### config.mk
export PLATFORM = sky130hd
export DESIGN_NAME = signed_bcd_decimal_alu_core
export DESIGN_NICKNAME = d
export VERILOG_FILES = /design/src/hw/rtl/sbda_pkg.sv /design/src/hw/rtl/sbda_lane.sv /design/src/hw/rtl/sbda_merge.sv /design/src/hw/rtl/signed_bcd_decimal_alu_core.sv
export SDC_FILE = /design/constraint.sdc
export NUM_CORES = 2
export LEC_CHECK = 0
export BUFFER_PORTS_ARGS = -buffer_cell sky130_fd_sc_hd__buf_2
export CAP_MARGIN = 20
export CORE_ASPECT_RATIO = 1.5
export CORE_MARGIN = 3
export CORE_UTILIZATION = 50
export CTS_CLUSTER_DIAMETER = 100
export CTS_CLUSTER_SIZE = 24
export DETAILED_ROUTE_END_ITERATION = 10
export PLACE_DENSITY = 0.68
export SETUP_SLACK_MARGIN = 0.5
export SYNTH_ARGS = -nofsm -noshare
export SYNTH_HDL_FRONTEND = slang
export SYNTH_HIERARCHICAL = 1
export SYNTH_SLANG_ARGS = --single-unit
### constraint.sdc
create_clock -name clk -period 14.75 [get_ports clk]
set_clock_uncertainty 0.2 [all_clocks]
set_input_delay 2.95 -clock clk [delete_from_list [all_inputs] [get_ports clk]]
set_output_delay 2.95 -clock clk [all_outputs]
set_load 0.005 [all_outputs]
### src/hw/rtl/sbda_pkg.sv
`default_nettype none
// ----------------------------------------------------------------------------
// sbda_pkg: shared types and helpers for the signed BCD decimal ALU
// Operation codes, per-digit lane record, result record, carry prefix.
// ----------------------------------------------------------------------------
package sbda_pkg;

  localparam int DIGITS_DEF = 16;
  localparam int MAX_DIGITS = 16;
  localparam int DATA_W     = 64;
  localparam int KIND_W     = 3;
  localparam int SHIFT_W    = 5;

  localparam int DEC_BASE   = 10;
  localparam int DEC_MAX    = 9;

  typedef enum logic [KIND_W-1:0] {
    KIND_ADD = 3'd0,
    KIND_CMP = 3'd1,
    KIND_SHL = 3'd2,
    KIND_SHR = 3'd3,
    KIND_NEG = 3'd4
  } kind_t;

  // one decimal digit position, as seen by a lane
  typedef struct packed {
    logic [3:0] da;      // clamped digit of a
    logic [3:0] db;      // clamped digit of b
    logic [4:0] sum;     // da + db
    logic       add_g;   // sum >= 10
    logic       add_p;   // sum == 9
    logic       a_lt;    // da < db
    logic       a_gt;    // da > db
    logic       d_eq;    // da == db
  } lane_t;

  typedef struct packed {
    logic              sign;
    logic [DATA_W-1:0] digits;
    logic              ovf;
    logic              lt;
    logic              gt;
    logic              eq;
  } res_t;

  // Kogge-Stone prefix: bit i is the carry out of digit i.
  function automatic logic [MAX_DIGITS-1:0] prefix_carry(
    input logic [MAX_DIGITS-1:0] g,
    input logic [MAX_DIGITS-1:0] p
  );
    logic [MAX_DIGITS-1:0] gg;
    logic [MAX_DIGITS-1:0] pp;
    logic [MAX_DIGITS-1:0] gn;
    logic [MAX_DIGITS-1:0] pn;
    gg = g;
    pp = p;
    for (int d = 1; d < MAX_DIGITS; d = d * 2) begin
      gn = gg;
      pn = pp;
      for (int i = d; i < MAX_DIGITS; i++) begin
        gn[i] = gg[i] | (pp[i] & gg[i-d]);
        pn[i] = pp[i] & pp[i-d];
      end
      gg = gn;
      pp = pn;
    end
    return gg;
  endfunction

endpackage
`default_nettype wire

### src/hw/rtl/sbda_lane.sv
`default_nettype none
// ----------------------------------------------------------------------------
// sbda_lane: one decimal digit lane
// Clamps both nibbles to 9 and forms digit sum, carry and compare terms.
// ----------------------------------------------------------------------------
module sbda_lane (
  input  logic           [3:0] a_nib,
  input  logic           [3:0] b_nib,
  output sbda_pkg::lane_t      lane
);
  import sbda_pkg::*;

  logic [3:0] da;
  logic [3:0] db;
  logic [4:0] s;

  // nibbles above 9 read as 9
  assign da = (a_nib > 4'(DEC_MAX)) ? 4'(DEC_MAX) : a_nib;
  assign db = (b_nib > 4'(DEC_MAX)) ? 4'(DEC_MAX) : b_nib;
  assign s  = {1'b0, da} + {1'b0, db};

  always_comb begin
    lane.da    = da;
    lane.db    = db;
    lane.sum   = s;
    lane.add_g = (s >= 5'(DEC_BASE));
    lane.add_p = (s == 5'(DEC_MAX));
    lane.a_lt  = (da < db);
    lane.a_gt  = (da > db);
    lane.d_eq  = (da == db);
  end

endmodule
`default_nettype wire

### src/hw/rtl/sbda_merge.sv
`default_nettype none
// ----------------------------------------------------------------------------
// sbda_merge: combines the digit lanes into one result
// Carry/borrow prefix, final digits, shifts, compare and sign rules.
// ----------------------------------------------------------------------------
module sbda_merge #(
  parameter int DIGITS = sbda_pkg::DIGITS_DEF
) (
  input  sbda_pkg::lane_t       lanes [DIGITS],
  input  sbda_pkg::kind_t       kind,
  input  logic                  a_sign,
  input  logic                  b_sign,
  input  logic [sbda_pkg::SHIFT_W-1:0] shift_count,
  output sbda_pkg::res_t        res
);
  import sbda_pkg::*;

  localparam int DW = 4 * DIGITS;

  logic [MAX_DIGITS-1:0] g_add, p_add, g_ab, g_ba, p_eq, nz_a_v;
  logic [MAX_DIGITS-1:0] c_add, br_ab, br_ba;
  logic [MAX_DIGITS-1:0] cin_add, bin_ab, bin_ba;
  logic [DW-1:0]         am, add_m, ab_m, ba_m, shl_m, shr_m;
  logic                  lost;
  logic                  nz_a, nz_b, as, bs, a_gt_b, a_eq_b;
  logic [6:0]            bit_shift;

  always_comb begin
    g_add  = '0;
    p_add  = '0;
    g_ab   = '0;
    g_ba   = '0;
    p_eq   = '0;
    nz_a_v = '0;
    nz_b   = 1'b0;
    for (int i = 0; i < DIGITS; i++) begin
      g_add[i]  = lanes[i].add_g;
      p_add[i]  = lanes[i].add_p;
      g_ab[i]   = lanes[i].a_lt;
      g_ba[i]   = lanes[i].a_gt;
      p_eq[i]   = lanes[i].d_eq;
      nz_a_v[i] = (lanes[i].da != 4'd0);
      nz_b      = nz_b | (lanes[i].db != 4'd0);
    end
  end

  assign c_add = prefix_carry(g_add, p_add);
  assign br_ab = prefix_carry(g_ab, p_eq);
  assign br_ba = prefix_carry(g_ba, p_eq);

  assign cin_add = {c_add[MAX_DIGITS-2:0], 1'b0};
  assign bin_ab  = {br_ab[MAX_DIGITS-2:0], 1'b0};
  assign bin_ba  = {br_ba[MAX_DIGITS-2:0], 1'b0};

  assign nz_a   = |nz_a_v;
  assign as     = a_sign & nz_a;
  assign bs     = b_sign & nz_b;
  // b - a borrows out exactly when a > b
  assign a_gt_b = br_ba[DIGITS-1];
  assign a_eq_b = &p_eq[DIGITS-1:0];

  // per-digit finishing, independent across digits
  always_comb begin
    logic [4:0] s;
    logic [4:0] d;
    logic [4:0] e;
    for (int i = 0; i < DIGITS; i++) begin
      am[4*i +: 4] = lanes[i].da;
      s = lanes[i].sum + 5'(cin_add[i]);
      if (s >= 5'(DEC_BASE)) begin
        s = s - 5'(DEC_BASE);
      end
      add_m[4*i +: 4] = s[3:0];
      d = {1'b0, lanes[i].da} - {1'b0, lanes[i].db} - 5'(bin_ab[i]);
      if (d[4]) begin
        d = d + 5'(DEC_BASE);
      end
      ab_m[4*i +: 4] = d[3:0];
      e = {1'b0, lanes[i].db} - {1'b0, lanes[i].da} - 5'(bin_ba[i]);
      if (e[4]) begin
        e = e + 5'(DEC_BASE);
      end
      ba_m[4*i +: 4] = e[3:0];
    end
  end

  // shift-up loses a digit if any nonzero digit sits in the top count positions
  always_comb begin
    lost = 1'b0;
    for (int i = 0; i < DIGITS; i++) begin
      lost = lost | (nz_a_v[i] && ((6'(i) + 6'(shift_count)) >= 6'(DIGITS)));
    end
  end

  assign bit_shift = {shift_count, 2'b00};
  assign shl_m     = am << bit_shift;
  assign shr_m     = am >> bit_shift;

  always_comb begin
    logic          rs;
    logic [DW-1:0] rm;
    logic          ovf, lt, gt, eq;
    rs  = as;
    rm  = am;
    ovf = 1'b0;
    lt  = 1'b0;
    gt  = 1'b0;
    eq  = 1'b0;
    case (kind)
      KIND_ADD: begin
        if (as == bs) begin
          rm  = add_m;
          ovf = c_add[DIGITS-1];
          rs  = as;
        end else if (a_gt_b) begin
          rm = ab_m;
          rs = as;
        end else begin
          rm = ba_m;
          rs = bs;
        end
      end
      KIND_CMP: begin
        rs = 1'b0;
        rm = '0;
        if (as != bs) begin
          lt = as;
          gt = ~as;
        end else if (a_eq_b) begin
          eq = 1'b1;
        end else if (a_gt_b) begin
          lt = as;
          gt = ~as;
        end else begin
          lt = ~as;
          gt = as;
        end
      end
      KIND_SHL: begin
        if (lost) begin
          ovf = 1'b1;
        end else begin
          rm = shl_m;
        end
      end
      KIND_SHR: begin
        rm = shr_m;
      end
      KIND_NEG: begin
        rs = ~as;
      end
      default: begin
        rs = as;
      end
    endcase
    if (rm == '0) begin
      rs = 1'b0;
    end
    res.sign   = rs;
    res.digits = DATA_W'(rm);
    res.ovf    = ovf;
    res.lt     = lt;
    res.gt     = gt;
    res.eq     = eq;
  end

endmodule
`default_nettype wire

### src/hw/rtl/signed_bcd_decimal_alu_core.sv
`default_nettype none
// ----------------------------------------------------------------------------
// signed_bcd_decimal_alu_core: sign-magnitude packed BCD ALU
// Add, compare, decimal shift up/down and negate on DIGITS-digit numbers.
// ----------------------------------------------------------------------------
// The core takes one item per clock unless the stall below holds the flow,
// and returns one result item for each. In the lane stage a row of DIGITS
// digit lanes works on the item's nibbles (clamp to 9, digit sum, compare
// terms) and its outputs are registered; the merge stage then resolves
// carries and borrows with a log-depth prefix network, finishes the digits,
// applies the shifts and sign rules, and loads the output register. The
// pipeline only stops when out_ready is low and both stages are full; a
// held result stalls the input only once the lane stage behind it is also
// full, and in_ready then follows out_ready combinationally.
// Nibbles above 9 count as 9, digits at and above DIGITS are ignored and
// returned as zero, and a zero result is always positive.
// ----------------------------------------------------------------------------
module signed_bcd_decimal_alu_core #(
  parameter int DIGITS = sbda_pkg::DIGITS_DEF
) (
  input  logic                          clk,
  input  logic                          rst_n,
  input  logic                          in_valid,
  output logic                          in_ready,
  input  logic [sbda_pkg::KIND_W-1:0]   in_kind,
  input  logic                          in_a_sign,
  input  logic [sbda_pkg::DATA_W-1:0]   in_a_digits,
  input  logic                          in_b_sign,
  input  logic [sbda_pkg::DATA_W-1:0]   in_b_digits,
  input  logic [sbda_pkg::SHIFT_W-1:0]  in_shift_count,
  output logic                          out_valid,
  input  logic                          out_ready,
  output logic                          out_result_sign,
  output logic [sbda_pkg::DATA_W-1:0]   out_result_digits,
  output logic                          out_overflow,
  output logic                          out_is_less,
  output logic                          out_is_greater,
  output logic                          out_is_equal
);
  import sbda_pkg::*;

  // lane stage
  lane_t              lane_w [DIGITS];
  lane_t              s1_lane_r [DIGITS];
  kind_t              s1_kind_r;
  logic               s1_a_sign_r;
  logic               s1_b_sign_r;
  logic [SHIFT_W-1:0] s1_shift_r;
  logic               s1_valid_r;

  // output stage
  res_t               merge_res;
  res_t               s2_res_r;
  logic               s2_valid_r;

  logic               s1_adv;
  logic               s2_adv;

  // each stage moves when it is empty or its contents move on
  assign s2_adv   = ~s2_valid_r | out_ready;
  assign s1_adv   = ~s1_valid_r | s2_adv;
  assign in_ready = s1_adv;

  for (genvar gi = 0; gi < DIGITS; gi++) begin : g_lane
    sbda_lane u_lane (
      .a_nib (in_a_digits[4*gi +: 4]),
      .b_nib (in_b_digits[4*gi +: 4]),
      .lane  (lane_w[gi])
    );
  end

  always_ff @(posedge clk) begin
    if (!rst_n) begin
      s1_valid_r <= 1'b0;
    end else if (s1_adv) begin
      s1_valid_r <= in_valid;
    end
  end

  always_ff @(posedge clk) begin
    if (s1_adv) begin
      s1_lane_r   <= lane_w;
      s1_kind_r   <= kind_t'(in_kind);
      s1_a_sign_r <= in_a_sign;
      s1_b_sign_r <= in_b_sign;
      s1_shift_r  <= in_shift_count;
    end
  end

  sbda_merge #(
    .DIGITS (DIGITS)
  ) u_merge (
    .lanes       (s1_lane_r),
    .kind        (s1_kind_r),
    .a_sign      (s1_a_sign_r),
    .b_sign      (s1_b_sign_r),
    .shift_count (s1_shift_r),
    .res         (merge_res)
  );

  always_ff @(posedge clk) begin
    if (!rst_n) begin
      s2_valid_r <= 1'b0;
    end else if (s2_adv) begin
      s2_valid_r <= s1_valid_r;
    end
  end

  always_ff @(posedge clk) begin
    if (s2_adv) begin
      s2_res_r <= merge_res;
    end
  end

  assign out_valid         = s2_valid_r;
  assign out_result_sign   = s2_res_r.sign;
  assign out_result_digits = s2_res_r.digits;
  assign out_overflow      = s2_res_r.ovf;
  assign out_is_less       = s2_res_r.lt;
  assign out_is_greater    = s2_res_r.gt;
  assign out_is_equal      = s2_res_r.eq;

  // at most one compare flag, and a compare result carries no magnitude
  a_cmp_flags: assert property (@(posedge clk) disable iff (!rst_n)
    out_valid |-> $onehot0({out_is_less, out_is_greater, out_is_equal}))
    else $error("more than one compare flag set");

  a_cmp_zero: assert property (@(posedge clk) disable iff (!rst_n)
    out_valid && (out_is_less || out_is_greater || out_is_equal)
      |-> (out_result_digits == '0) && !out_result_sign && !out_overflow)
    else $error("compare item with nonzero magnitude or flags");

  // zero is never negative, and nothing lives above the digit range
  a_pos_zero: assert property (@(posedge clk) disable iff (!rst_n)
    out_valid && (out_result_digits == '0) |-> !out_result_sign)
    else $error("negative zero on result");

  a_range: assert property (@(posedge clk) disable iff (!rst_n)
    out_valid |-> ((out_result_digits >> (4 * DIGITS)) == '0))
    else $error("digit above range is nonzero");

  // a lane-stage item is not dropped while the output is stalled
  a_s1_hold: assert property (@(posedge clk) disable iff (!rst_n)
    s1_valid_r && !s1_adv |=> s1_valid_r)
    else $error("lane stage item lost under stall");

endmodule
`default_nettype wire
* Word level (Yosys, flattened, before mapping)
Cells that the tools add are included.
W data, S select, Z words.
** Storage, ports and cells
- Register bits :: 367
- Bits in latches :: 0
- Memory bits (writable) :: 0
- ROM bits :: 0
- Input bits :: 142
- Logic and storage cells :: 986
- Memories kept :: 0
** Operators by class
- Add/sub/neg operators :: 156
- $mul :: 0
- Div/mod/pow operators :: 0
- Magnitude comparators :: 111
- Equality and inequality tests :: 37
- Shifts and indexed selects :: 2
- Multiplexer cells :: 97
- Bitwise logic cells :: 392
- Reductions and logical operators :: 53
** Operator list (number)
- $mux W4 :: 80
- $pmux W64 S4 :: 1
- $and A1 B1 Y1 :: 213
- $mux W64 :: 3
- $or A1 B1 Y1 :: 175
- $ge A5 B4 Y1 const B :: 32
- $sub A4 B4 Y5 :: 32
- $sub A5 B1 Y5 :: 30
- $add A4 B4 Y4 const B :: 32
- $gt A4 B4 Y1 const B :: 32
- $reduce_bool A4 Y1 :: 32
- $ge A6 B5 Y1 const B :: 15
- $add A4 B4 Y5 :: 16
- $add A5 B1 Y5 :: 15
- $eq A5 B4 Y1 const B :: 15
- $eq A4 B4 Y1 :: 16
- $gt A4 B4 Y1 :: 16
- $logic_not A64 Y1 :: 1
- $shl A64 B7 Y64 :: 1
- $shr A64 B7 Y64 :: 1
- $sub A4 B4 Y4 const B :: 16
- $lt A4 B4 Y1 :: 15
- $add A4 B5 Y6 const A :: 8
- $add A3 B5 Y6 const A :: 4
- 17 further kinds :: 47

* Logic depth before layout (Yosys ltp)
- Depth after elaboration :: 21
- Gate-level depth with buffers :: 26

* Modules after synthesis
The synthesis kept the hierarchy.
** By module, submodules not included
- sbda_merge :: times used 1, cells an instance 2604, area each 19060.8 um^2, seq. area each 0.0 um^2
- signed_bcd_decimal_alu_core :: times used 1, cells an instance 376, area each 11105.7 um^2, seq. area each 11060.6 um^2
- sbda_lane :: times used 16, cells an instance 46, area each 347.8 um^2, seq. area each 0.0 um^2

* Least setup slack after synthesis
No wires, ideal clock.
- Path type :: input -> output
- Start point :: input out_ready
- End point :: output in_ready
- Data arrival time :: 9245 ps
- Required time :: 11600 ps
- Setup slack :: 2355 ps
- Cell stages on the path :: 2
- Buffers on the path :: 0
- Cells stage by stage :: nor2b_4 -> nand2_1
** Between the ends
- Longest elaborated chain between the ends :: 2
** Ends and longest elaborated chain
- from (decl) :: line signed_bcd_decimal_alu_core.sv:32 : input logic out_ready,
- $or A1 B1 Y1 :: line signed_bcd_decimal_alu_core.sv:60 : assign s2_adv = ~s2_valid_r | out_ready;
- $or A1 B1 Y1 :: line signed_bcd_decimal_alu_core.sv:61 : assign s1_adv = ~s1_valid_r | s2_adv;
- to (decl) :: line signed_bcd_decimal_alu_core.sv:24 : output logic in_ready,
No other way between the ends.

==> results.md <==
- Vias in the first global route: 28483
- Post-CTS resize count: 0
- Post-route setup TNS: 0 ns
- Clk_lat worst skew: 0.58 ns
- Ys Warns: 6
- H-Tree Depth: 1
- DR vias: 29362
- Largest net degree at the start of global routing: 140
- Avg Cell Area, Syn: 9.61 um^2
- Critical Setup Path Class: reg2reg
- First-pass GRT wire length: 176000 um
- FF/Latch Area: 11000 um^2
- DRC Markers: 0
- Share of cells above drive strength 1: 13.2%
- Cell Rows: 119
- Root buf cell: clkbuf_16
- Max Cap Viol: 0
- Die height: 333 um
- Initial antenna violation count: 1
- Final core occ: 54.3%
- Final HPWL DP: 94100 um
- Mapped Cells: 3712
- Final setup violating endpoints: 0
- Fin. max-slew vios: 0
- Clock Sinks: 367
- GRT overflow: 0
- Worst EP arrival: 8.31 ns
- Dpl ws: 6.70 ns
- Hold_buf cts: 0
- CP dominant cell by count: a21o_1
- Slew @ Worst Pin: 1.25 ns
- Layout area overhead: 7.21%
- Placed cells: 4694
- Max Freq: 123 MHz
- Avg Vias per Cell: 6.21
- Port bufs: 212
- Wirelength per Cell: 25.3 um
- Layout Nets: 4407
- RSZ-0062 raised after global routing: no
- Area of the mapped netlist: 35700 um^2
- Fin crit period: 8.16 ns
- VDD IR max: 72.1 uV
- Fillers: 6437
- Max Root-Sink Buffers: 3
- Number of clock buffers inserted by TritonCTS: 20
- Status: finished clean
- Die area: 74600 um^2
- Worst setup EP type: flip-flop
- Crit share post-route: 55.3%
- P per Cell Area: 100 nW/um^2
- Nature of the critical path startpoint: flip-flop
- Clk pin slew, worst setup/hold paths: 0.10 ns
- Area of the core: 70400 um^2
- Final worst slack: 6.59 ns
- Syn Nets: 4310
- Critical-path top delay cell: a2111oi_0
- Slowest stage delay, CP: 0.84 ns
- Pre-antenna DRT Iters: 6
- Hold Fails Final Rpt: 0
- Pleak: 0.0171 uW
- DRT Wirelength: 120000 um
- Number of DRC markers in iteration 0: 3039
- Gpl congestion: 1.04
- Hold WC Path Type: reg2reg
- Top Ports: 213
- Crit-path max FO: 3
- Initial Util: 50.6%
- Rel. slew slack: 15.8%
- Non-Filler Instances: 4727
- Post-CTS Setup Inserts: 0
- Commonest non-fill, non-tap cell in the layout: inv_1
- Total global-route track usage: 31.4%
- Die Width: 224 um
- Multi-input gate area in the final layout: 22200 um^2
- Commonest non-fill, non-tap cells in the layout: inv_1, ha_1, edfxtp_1
- WP data required: 14.90 ns
- Remaining antenna violation count after routing: 0
- CTS tree: built
## layer usage
metal  track usage (%)  vias up  routed length, um
met5                 0        -                  0
met4              27.1        0              12900
met3              4.67      465               8890
met2              52.5     1403              56500
met1              34.9    14100              41400
li1                  -    13394                  -
## registers in the layout (all words and copies together) (netlist names)
register           flops
s1_lane_r            286
s1_valid_r             1
out_is_less            1
out_valid              1
out_result_sign        1
out_is_equal           1
s1_shift_r             5
s1_b_sign_r            1
out_result_digits     64
out_overflow           1
s1_a_sign_r            1
s1_kind_r              3
out_is_greater         1
## area by class of cell
type,instances,area share [%]
Multi-Input combinational cell,2691,58.2
Sequential cell,367,28.8
Inverter,462,4.54
Timing Repair Buffer,267,3.92
Tap cell,907,2.97
Clock buffer,26,1.42
Clock inverter,5,0.200
Antenna cell,2,0.0131
## worst max-delay path: cells and delay by family (launching register included)
kind / cells / cell delay (ns)
flip-flops: 1 / 0.43
XOR/XNOR: 1 / 0.22
AO/OA/AOI/OAI: 15 / 4.10
multiplexers: 1 / 0.25
buffers and inverters: 1 / 0.05
AND/OR/NAND/NOR: 4 / 1.61
adder cells (fa/ha/maj): 3 / 1.07
## where the power goes
part	switching [uW]	internal [uW]
Clock	358	284
Combinational	1020	750
Sequential	128	1290
Total	1510	2330
## through the flow
step | power (uW) | hold slack [ns] | instance area, um^2
after detailed placement | 3170 | 0.302 | 37600
final | 3830 | 0.315 | 38200
after global routing | 4050 | 0.337 | 38200
after CTS | 3810 | 0.320 | 38200
after floorplan | 2640 | 0.253 | 35700
after global placement | 3130 | 0.302 | 37600
## worst paths after layout
check / start / endpoint / slack, ns / cells after the start
hold / removal: s1_valid_r$_SDFFE_PN0P_ / s1_valid_r$_SDFFE_PN0P_ / 0.32 / 2
setup / recovery: s1_lane_r[252]$_DFFE_PP_ / out_result_sign$_DFFE_PP_ / 6.59 / 25
hold reg to reg: s1_valid_r$_SDFFE_PN0P_ / s1_valid_r$_SDFFE_PN0P_ / 0.32 / 2
setup reg to reg: s1_lane_r[252]$_DFFE_PP_ / out_result_sign$_DFFE_PP_ / 6.59 / 25
Note: power is estimated with default switching activity, not from simulation.
